$ cat config.mk
export PLATFORM = sky130hd
export DESIGN_NAME = lru_key_value_cache_unit
export DESIGN_NICKNAME = d
export VERILOG_FILES = /design/src/sv/lkvc_pkg.sv /design/src/sv/lkvc_cell.sv /design/src/sv/lru_key_value_cache_unit.sv
export SDC_FILE = /design/constraint.sdc
export NUM_CORES = 2
export LEC_CHECK = 0
export BUFFER_PORTS_ARGS = -buffer_cell sky130_fd_sc_hd__buf_4
export CAP_MARGIN = 20
export CORE_MARGIN = 5
export CORE_UTILIZATION = 60
export DETAILED_ROUTE_END_ITERATION = 8
export PLACE_DENSITY = 0.82
export SLEW_MARGIN = 20
export SYNTH_ARGS = -nofsm -noshare
export SYNTH_HDL_FRONTEND = slang
export SYNTH_SLANG_ARGS = --single-unit
$ cat constraint.sdc
create_clock -name clock -period 6.25 [get_ports clock]
set_input_delay 0.3125 -clock clock [delete_from_list [all_inputs] [get_ports clock]]
set_output_delay 0.3125 -clock clock [all_outputs]
set_load 0.02 [all_outputs]
$ cat src/sv/lkvc_pkg.sv
// ----------------------------------------------------------------------------
// lkvc_pkg
// shared types and constants of the lru key-value cache: beat layouts,
// broadcast and chain structs of the cell row, command codes and fsm states
// ----------------------------------------------------------------------------
package lkvc_pkg;

   localparam int MAX_ENTRIES = 16;
   localparam int KEY_W       = 32;
   localparam int DATA_W      = 32;
   localparam int CSR_W       = 5;
   localparam int AGE_W       = (MAX_ENTRIES > 1) ? $clog2(MAX_ENTRIES) : 1;
   localparam int OCC_W       = $clog2(MAX_ENTRIES + 1);
   localparam int CMP_W       = (CSR_W > OCC_W) ? CSR_W : OCC_W;

   localparam logic [CSR_W-1:0]  CAPACITY_RESET = CSR_W'(16);
   localparam logic [DATA_W-1:0] MISS_VALUE     = '1;

   localparam logic CMD_GET = 1'b0;
   localparam logic CMD_PUT = 1'b1;

   typedef enum logic [1:0] {
      ST_IDLE,
      ST_LOOKUP,
      ST_UPDATE
   } lkvc_state_type;

   typedef struct packed {
      logic                     command;
      logic signed [KEY_W-1:0]  key;
      logic signed [DATA_W-1:0] put_value;
   } lkvc_req_type;

   typedef struct packed {
      logic                     hit;
      logic signed [DATA_W-1:0] read_value;
   } lkvc_rsp_type;

   // broadcast to every cell during the compare cycle
   typedef struct packed {
      logic             en;
      logic [KEY_W-1:0] key;
      logic [AGE_W-1:0] evict_age;
   } lkvc_look_type;

   // broadcast to every cell during the write-back cycle
   typedef struct packed {
      logic              en;
      logic              hit;
      logic              use_free;
      logic              put;
      logic [AGE_W-1:0]  touch_age;
      logic [KEY_W-1:0]  key;
      logic [DATA_W-1:0] value;
   } lkvc_upd_type;

   // handed from each cell to its higher-numbered neighbour
   typedef struct packed {
      logic              hit_seen;
      logic              free_seen;
      logic [DATA_W-1:0] hit_data;
      logic [AGE_W-1:0]  hit_age;
   } lkvc_chain_type;

endpackage

$ cat src/sv/lkvc_cell.sv
// ----------------------------------------------------------------------------
// lkvc_cell
// one entry of the cache: key, data, recency rank and valid mark, with its
// own compare and its link in the priority chain of the row
// ----------------------------------------------------------------------------
module lkvc_cell (
   input  logic                    clock,
   input  logic                    reset,
   input  lkvc_pkg::lkvc_look_type look,
   input  lkvc_pkg::lkvc_upd_type  upd,
   input  lkvc_pkg::lkvc_chain_type chain_in,
   output lkvc_pkg::lkvc_chain_type chain_out,
   output logic                    valid
);
   import lkvc_pkg::*;

   logic              valid_ff;
   logic [KEY_W-1:0]  key_ff;
   logic [DATA_W-1:0] data_ff;
   logic [AGE_W-1:0]  age_ff;
   logic              hit_sel_ff;
   logic              free_sel_ff;
   logic              old_sel_ff;

   logic match;
   logic hit_here;
   logic free_here;
   logic old_here;
   logic target;
   logic touch_all;

   assign valid = valid_ff;

   // lowest matching cell and lowest empty cell win along the chain
   assign match     = valid_ff && (key_ff == look.key);
   assign hit_here  = match && !chain_in.hit_seen;
   assign free_here = !valid_ff && !chain_in.free_seen;
   assign old_here  = valid_ff && (age_ff == look.evict_age);

   always_comb begin
      chain_out.hit_seen  = chain_in.hit_seen | match;
      chain_out.free_seen = chain_in.free_seen | !valid_ff;
      chain_out.hit_data  = chain_in.hit_data | (hit_here ? data_ff : '0);
      chain_out.hit_age   = chain_in.hit_age | (hit_here ? age_ff : '0);
   end

   assign target    = upd.hit ? hit_sel_ff : (upd.use_free ? free_sel_ff : old_sel_ff);
   assign touch_all = !upd.hit && upd.use_free;

   always_ff @(posedge clock) begin
      if (look.en) begin
         hit_sel_ff  <= hit_here;
         free_sel_ff <= free_here;
         old_sel_ff  <= old_here;
      end
      if (upd.en) begin
         if (target) begin
            key_ff <= upd.key;
            age_ff <= '0;
            if (upd.put) begin
               data_ff <= upd.value;
            end
         end else if (valid_ff && (touch_all || (age_ff < upd.touch_age))) begin
            age_ff <= age_ff + AGE_W'(1);
         end
      end
   end

   always_ff @(posedge clock) begin
      if (reset) begin
         valid_ff <= 1'b0;
      end else if (upd.en && target) begin
         valid_ff <= 1'b1;
      end
   end

endmodule

$ cat src/sv/lru_key_value_cache_unit.sv
// ----------------------------------------------------------------------------
// lru_key_value_cache_unit
// fully associative key-value cache with least-recently-used replacement,
// built as a row of entry cells linked by a priority chain
// ----------------------------------------------------------------------------
//
//   channel   direction   handshake               beat
//   req       in          req_valid / req_stall   lkvc_req_type (command, key, put_value)
//   rsp       out         rsp_valid / rsp_stall   lkvc_rsp_type (hit, read_value)
//   csr       in          csr_write               capacity, 5 bits
//
// each request passes through accept, compare across the cell row, write back
// the rate is set by the two passes through the cell chain (compare, then update)
// the response sits in an output register; write back waits while it is stalled
// a new request is taken once the previous one has been written back
// synchronous reset clears all valid marks, occupancy and capacity (to 16)
//
module lru_key_value_cache_unit (
   input  logic                        clock,
   input  logic                        reset,
   input  logic                        req_valid,
   output logic                        req_stall,
   input  lkvc_pkg::lkvc_req_type      req_payload,
   output logic                        rsp_valid,
   input  logic                        rsp_stall,
   output lkvc_pkg::lkvc_rsp_type      rsp_payload,
   input  logic                        csr_write,
   input  logic [lkvc_pkg::CSR_W-1:0]  csr_wdata
);
   import lkvc_pkg::*;

   lkvc_state_type    state_ff, state_in;
   lkvc_req_type      req_ff;
   logic [CSR_W-1:0]  capacity_ff;
   logic [OCC_W-1:0]  occ_ff;
   logic              hit_ff;
   logic [DATA_W-1:0] hit_data_ff;
   logic [AGE_W-1:0]  hit_age_ff;
   logic              rsp_valid_ff, rsp_valid_in;
   lkvc_rsp_type      rsp_payload_ff;

   logic              req_accept;
   logic              done;
   logic              is_put;
   logic              use_free;
   logic [CMP_W-1:0]  cap_wide;
   logic [CMP_W-1:0]  cap_eff;
   logic [AGE_W-1:0]  evict_age;
   lkvc_look_type     look;
   lkvc_upd_type      upd;
   lkvc_chain_type    chain [MAX_ENTRIES+1];
   logic [MAX_ENTRIES-1:0] valid_vec;

   // ---------------------------------------------------------------- handshake
   assign req_stall   = (state_ff != ST_IDLE);
   assign req_accept  = req_valid && !req_stall;
   assign done        = !rsp_valid_ff || !rsp_stall;
   assign rsp_valid   = rsp_valid_ff;
   assign rsp_payload = rsp_payload_ff;
   assign is_put      = (req_ff.command == CMD_PUT);

   // ---------------------------------------------------------------- capacity
   // zero acts as one, anything above the row size acts as the row size
   assign cap_wide = CMP_W'(capacity_ff);
   always_comb begin
      if (cap_wide == '0) begin
         cap_eff = CMP_W'(1);
      end else if (cap_wide > CMP_W'(MAX_ENTRIES)) begin
         cap_eff = CMP_W'(MAX_ENTRIES);
      end else begin
         cap_eff = cap_wide;
      end
   end

   assign use_free  = CMP_W'(occ_ff) < cap_eff;
   // valid entries hold ranks 0 .. occupancy-1, so the oldest one has the top rank
   assign evict_age = AGE_W'(occ_ff - OCC_W'(1));

   // ---------------------------------------------------------------- broadcasts
   always_comb begin
      look.en        = (state_ff == ST_LOOKUP);
      look.key       = req_ff.key;
      look.evict_age = evict_age;

      upd.en        = (state_ff == ST_UPDATE) && done && (is_put || hit_ff);
      upd.hit       = hit_ff;
      upd.use_free  = use_free;
      upd.put       = is_put;
      upd.touch_age = hit_ff ? hit_age_ff : evict_age;
      upd.key       = req_ff.key;
      upd.value     = req_ff.put_value;
   end

   // ---------------------------------------------------------------- cell row
   assign chain[0] = '0;

   for (genvar i = 0; i < MAX_ENTRIES; i++) begin : g_cell
      lkvc_cell u_cell (
         .clock     (clock),
         .reset     (reset),
         .look      (look),
         .upd       (upd),
         .chain_in  (chain[i]),
         .chain_out (chain[i+1]),
         .valid     (valid_vec[i])
      );
   end

   // ---------------------------------------------------------------- control fsm
   always_ff @(posedge clock) begin
      if (reset) begin
         state_ff <= ST_IDLE;
      end else begin
         state_ff <= state_in;
      end
   end

   always_comb begin
      state_in     = state_ff;
      rsp_valid_in = rsp_valid_ff && rsp_stall;
      case (state_ff)
         ST_IDLE: begin
            if (req_accept) begin
               state_in = ST_LOOKUP;
            end
         end
         ST_LOOKUP: begin
            state_in = ST_UPDATE;
         end
         ST_UPDATE: begin
            if (done) begin
               state_in     = ST_IDLE;
               rsp_valid_in = 1'b1;
            end
         end
         default: begin
            state_in = ST_IDLE;
         end
      endcase
   end

   // ---------------------------------------------------------------- control regs
   always_ff @(posedge clock) begin
      if (reset) begin
         rsp_valid_ff <= 1'b0;
         capacity_ff  <= CAPACITY_RESET;
         occ_ff       <= '0;
      end else begin
         rsp_valid_ff <= rsp_valid_in;
         if (csr_write) begin
            capacity_ff <= csr_wdata;
         end
         // a put miss into an empty slot grows occupancy, an eviction does not
         if (upd.en && is_put && !hit_ff && use_free) begin
            occ_ff <= occ_ff + OCC_W'(1);
         end
      end
   end

   // ---------------------------------------------------------------- payload regs
   always_ff @(posedge clock) begin
      if (req_accept) begin
         req_ff <= req_payload;
      end
      if (state_ff == ST_LOOKUP) begin
         hit_ff      <= chain[MAX_ENTRIES].hit_seen;
         hit_data_ff <= chain[MAX_ENTRIES].hit_data;
         hit_age_ff  <= chain[MAX_ENTRIES].hit_age;
      end
      if ((state_ff == ST_UPDATE) && done) begin
         rsp_payload_ff.hit <= hit_ff;
         if (is_put) begin
            rsp_payload_ff.read_value <= req_ff.put_value;
         end else if (hit_ff) begin
            rsp_payload_ff.read_value <= hit_data_ff;
         end else begin
            rsp_payload_ff.read_value <= MISS_VALUE;
         end
      end
   end

`ifndef NO_ASSERTIONS
   // occupancy tracks the number of valid marks in the row
   a_occ_count : assert property (@(posedge clock) disable iff (reset)
      $countones(valid_vec) == int'(occ_ff))
      else $error("occupancy does not match valid marks");

   a_occ_limit : assert property (@(posedge clock) disable iff (reset)
      int'(occ_ff) <= MAX_ENTRIES)
      else $error("occupancy above row size");

   a_lookup_next : assert property (@(posedge clock) disable iff (reset)
      (state_ff == ST_LOOKUP) |=> (state_ff == ST_UPDATE))
      else $error("compare cycle not followed by write back");

   a_rsp_source : assert property (@(posedge clock) disable iff (reset)
      $rose(rsp_valid_ff) |-> $past(state_ff == ST_UPDATE))
      else $error("response raised outside write back");
`endif

endmodule

Word-level counts from Yosys, hierarchy flattened
Index checks and enable logic that the tools add are counted.
- register bits: 1300
- input port bits: 75
- output and inout port bits: 35
- logic and storage cells: 582
- add/subtract/negate cells: 18
- $lt $le $gt $ge: 18
- equality and inequality tests: 36
- mux-type cells: 90
- bitwise logic cells: 59
- reductions and logical operators: 237
- operators with widths (kind ; count):
    $mux 32 ; 18
    $eq 32x32->1 ; 16
    $or 32x32->32 ; 15
    $mux 4 ; 33
    $logic_and 1x1->1 ; 102
    $reduce_and 2->1 ; 33
    $add 4x1->4 const B ; 16
    $eq 4x4->1 ; 16
    $lt 4x4->1 ; 16
    $or 4x4->4 ; 15
    $logic_not 1->1 ; 49
    $reduce_and 3->1 ; 16
    $mux 1 ; 34
    $reduce_bool 2->1 ; 17
    $or 1x1->1 ; 29
    $logic_or 1x1->1 ; 18
    $mux 5 ; 2
    $pmux 2 s3 ; 1
    $add 5x1->5 const B ; 1
    $gt 5x5->1 const B ; 1
    $logic_not 5->1 ; 1
    $lt 5x5->1 ; 1
    $mux 2 ; 2
    $ne 2x2->1 const B ; 2
    other kinds (4) ; 4

Longest topological paths before layout
- depth after elaboration: 20
- gate-level depth with buffers: 14
- mapped depth without buffers: 11

Hierarchy
From an unflattened synthesis, not the netlist that was laid out.
- cells, all modules: 5029
- area total of the unflattened synthesis: 65004.8 µm²
- modules (own cells, without submodules) (module ; instances ; cells each ; area each (µm²) ; seq. area each (µm²)):
    lkvc_cell (g_cell[14].u_cell ...) ; 11 ; 299 ; 3806.2 ; 2152.1
    lkvc_cell (g_cell[0].u_cell ...) ; 5 ; 281 ; 3557.2 ; 2152.1
    lru_key_value_cache_unit ; 1 ; 335 ; 5351.4 ; 4314.1

Worst setup path before layout
OpenSTA, ideal clock, no wires.
- path kind: register -> register
- start: register state_ff[0]
- end: register state_ff[1]
- library setup time: 0.065 ns
- arrival time: 4.625 ns
- data required time: 6.185 ns
- slack: 1.560 ns
- stages on the path, launching flop included: 4
- buffers on the path: 0
- period minus slack after synthesis: 4.690 ns
- cells stage by stage: dfxtp_1 > nor2b_1 > o21ba_2 > nor2_1
- word-level cells in the longest chain between the ends: 5
- elaborated cells on any way between the ends: 10
- those cells by class: 4 x eq/ne; 1 x mux; 5 x reduce/logical
- ends and longest elaborated chain (element ; line ; RTL):
    start: declaration ; lru_key_value_cache_unit.sv:32 ; lkvc_state_type state_ff, state_in;
    start signal: assignment ; lru_key_value_cache_unit.sv:114 ; state_ff <= state_in;
    $reduce_bool 2->1 ; lru_key_value_cache_unit.sv:55 ; assign req_stall = (state_ff != ST_IDLE);
    $logic_not 1->1 ; lru_key_value_cache_unit.sv:56 ; assign req_accept = req_valid && !req_stall;
    $logic_and 1x1->1 ; lru_key_value_cache_unit.sv:56 ;
    $ne 2x2->1 (no source line) ; -- ;
    $reduce_and 2->1 (no source line) ; -- ;
Several ways; a longest one is shown, not always the timed one.
A chain may end at the register's enable or synchronous reset.

==> out/metrics.cfg <==
[timing]
setup-tns-final_ns = 0
period_minus_slack_ns = 4.936
setup_viol = 0
hold_viol_final = 0
clock.fmax_ghz = 0.2026
tightestPinTransition_ns = 1.213
hold_ws_ns = 0.2707
slew_violations = 0
slew_headroom_pct = 19.02
post-route-period-util_pct = 78.97
fin_worst_skew_ns = 0.03956
rsz0062_at_grt = no

[floorplan]
io_pins = 110
fp.dieW_um = 311.0
chipHeight_um = 311.0
start_util_pct = 60.39
rows = 110
die_area_um2 = 96720
core_um2 = 90010

[flow_run]
cap_violations = 0

[min_path]
hold_class = primary input to register
hold_start = req_payload[49]

[place]
hpwl_um = 79330
portBuffers = 109
gp_congestion = 0.8615
dp_cells = 4803

[cells_and_area]
final_core_util_pct = 68.40
drive_above_1_share_pct = 12.24
fin_cells = 5114
layout.nets = 3989
antenna_cells = 0
area_growth_pct = 13.26

[yosys]
synthFlopType = edfxtp_1
avgSynthCellArea_um2 = 15.16
mappedNetlistArea_um2 = 54360
ys.warnings.count = 0
synthCells = 3586
async_flop_share_pct = 0
synth_cell_types = 54
syn_nets = 3731
synth-seq-area-share_pct = 71.28
synth_edf_count = 1271
ys_ff_latch = 1300

[critical_path]
required_ns = 6.71
crit_path_start_kind = register
crit_path_end_kind = register
r2r_slack_ns = 1.31
r2r_start = look[8]$_DFFE_PP_
path_max_fanout = 34
arrival_ns = 5.40
startpoint = look[8]$_DFFE_PP_
crit_type = register to register

[power]
power_density_nw_per_um2 = 293.1
p_leak_nw = 21.04
ir_worst_vdd_v = 0.0003178

[global_route]
track_usage_pct = 28.24
grt_max_degree = 74
grt-ovfl-total = 0
grt_pass1_vias = 32789
antenna_found_initial = 1
grt_pass1_wl_um = 205800

[detailed_routing]
drc = 0
ant_nets = 0
drtIter0Drc = 4722
vias_per_cell = 6.382
vias = 32636
avgRoutedWirePerCell_um = 27.12
firstDrtPassIters = 8
wirelength_um = 138700

[cts]
clk_pin_slew_worst_paths_ns = 0.06
cts_made_buffers = 131
worstSkewPairLatency_ns = 0.76
cts_tree = built
htree_levels = 4
clock_sinks = 1300
cts_buffer_depth = 3
cts-root-buf = clkbuf_16

[run_status]
outcome = finished, final reports clean

[critical path, stage by stage, from the launching register on]
cell       delay, ns
edfxtp_1        0.83
buf_4           0.48
xnor2_1         0.19
nand4_1         0.11
nor4_1          0.46
nand3_4         0.50
and4bb_2        0.48
nand2_1         0.09
inv_2           0.37
a222oi_1        0.91
o2111ai_1       0.17
[power by group]
| part | switching, mW | internal [mW] | total (mW) |
|---|---|---|---|
| registers | 0.160 | 9.76 | 9.92 |
| logic | 0.535 | 0.308 | 0.843 |
| clock network | 3.29 | 3.99 | 7.28 |
[repair_timing]
item                      CTS  global route
gates resized for setup     0             0
hold endpoints to repair   93             0
setup buffers               0             0
hold buffers               84             0
[registers in the layout, indices dropped and copies added (netlist names), 16 cells and up]
signal / count
rsp_payload: 33
look: 32
g_cell.u_cell.hit_sel_ff: 16
g_cell.u_cell.age_ff: 64
req_ff: 32
g_cell.u_cell.free_sel_ff: 16
g_cell.u_cell.old_sel_ff: 16
g_cell.u_cell.key_ff: 512
g_cell.u_cell.valid: 16
hit_data_ff: 32
g_cell.u_cell.data_ff: 512
[worst paths after layout]
| check | endpoint | depth (start not counted) |
|---|---|---|
| max | hit_data_ff[1]$_DFFE_PN_ | 10 |
| max reg2reg | hit_data_ff[1]$_DFFE_PN_ | 10 |
| min reg2reg | occ_ff[4]$_SDFFE_PP0P_ | 2 |
| min | look[21]$_DFFE_PP_ | 2 |
[cell families after synthesis]
| logic type | synth area share [%] |
|---|---|
| flip-flops | 71.28 |
| AO/OA/AOI/OAI | 6.652 |
| AND/OR/NAND/NOR | 6.599 |
| XOR/XNOR | 9.796 |
| multiplexers | 0.7918 |
| buffers and inverters | 3.271 |
| adder cells (fa/ha/maj) | 1.611 |
[layer usage]
layer	vias up	GRT usage, %	wire length [µm]
li1	13897	-	-
met1	16046	38.93	51880
met2	2320	44.85	65070
met3	373	6.827	17250
met4	0	9.754	4501
met5	-	0	0
[cells in the mapped netlist (all sizes together), types with 19 or more instances]
cell	instances	area [µm²]
a222oi	37	370.4
xnor2	310	2715
nor2b	32	200.2
nor4	69	452.9
nand2	161	604.3
nor2	137	516.8
o21bai	34	255.2
xor2	298	2610
nand3	98	490.5
edfxtp	1271	38170
nand4	70	444.2
ha	70	875.8
mux2i	43	430.4
a22oi	36	270.3
o211ai	19	142.6
dfxtp	29	580.6
a21oi	140	700.7
nand2b	19	118.9
a221oi	53	639.4
clkbuf	77	289.0
nor3	41	221.5
o21ai	55	275.3
nor3b	42	315.3
o2111ai	70	613.1
inv	190	713.2
buf	110	775.8
[through the flow]
| stage | worst slack, ns | power, mW | instance area, µm² |
|---|---|---|---|
| 6_report | 1.314 | 18.05 | 61570 |
| 3_3_place_gp | 1.666 | 10.85 | 56650 |
| 5_1_grt | 1.131 | 18.54 | 61570 |
| 2_1_floorplan | 1.560 | 10.54 | 54360 |
| 4_1_cts | 1.427 | 18.09 | 61560 |
| 3_5_place_dp | 1.539 | 10.89 | 56780 |
[area by class of cell]
| type | instances | area (µm²) |
|---|---|---|
| sequential | 1300 | 38750 |
| inverter | 190 | 713.2 |
| timing repair buffer | 312 | 2658 |
| multi-input combinational | 1909 | 14040 |
| fill | 5676 | 28450 |
| tap | 1176 | 1471 |
| clock buffer | 163 | 3440 |
| clock inverter | 64 | 493.0 |
[layout by cell type (no fill, tap or decap), types with 11 or more instances in the layout]
master	Yosys	final
buf_4	43	222
clkinv_1	0	26
mux2i_1	43	43
o2111ai_1	70	70
o21a_1	17	17
clkbuf_16	0	132
nor3_1	39	37
nand2_1	161	161
nand2b_1	19	18
xor2_1	298	297
o21bai_1	34	34
a2111oi_0	17	17
a222oi_1	37	37
o211ai_1	19	19
o21ai_0	55	55
a22oi_1	36	36
nor2b_4	0	11
nand3_1	98	95
xnor2_1	310	309
clkinv_2	0	18
a221oi_2	28	28
a21oi_1	140	138
nand4_1	69	69
nor3b_1	42	42
edfxtp_1	1271	1271
dfxtp_1	29	29
dlygate4sd3_1	0	84
clkbuf_1	77	29
nor2_1	136	134
a221oi_1	25	25
inv_1	189	185
nor4_1	67	65
ha_1	70	70
nor2b_1	32	21
Power figures use the tool's default switching activity.
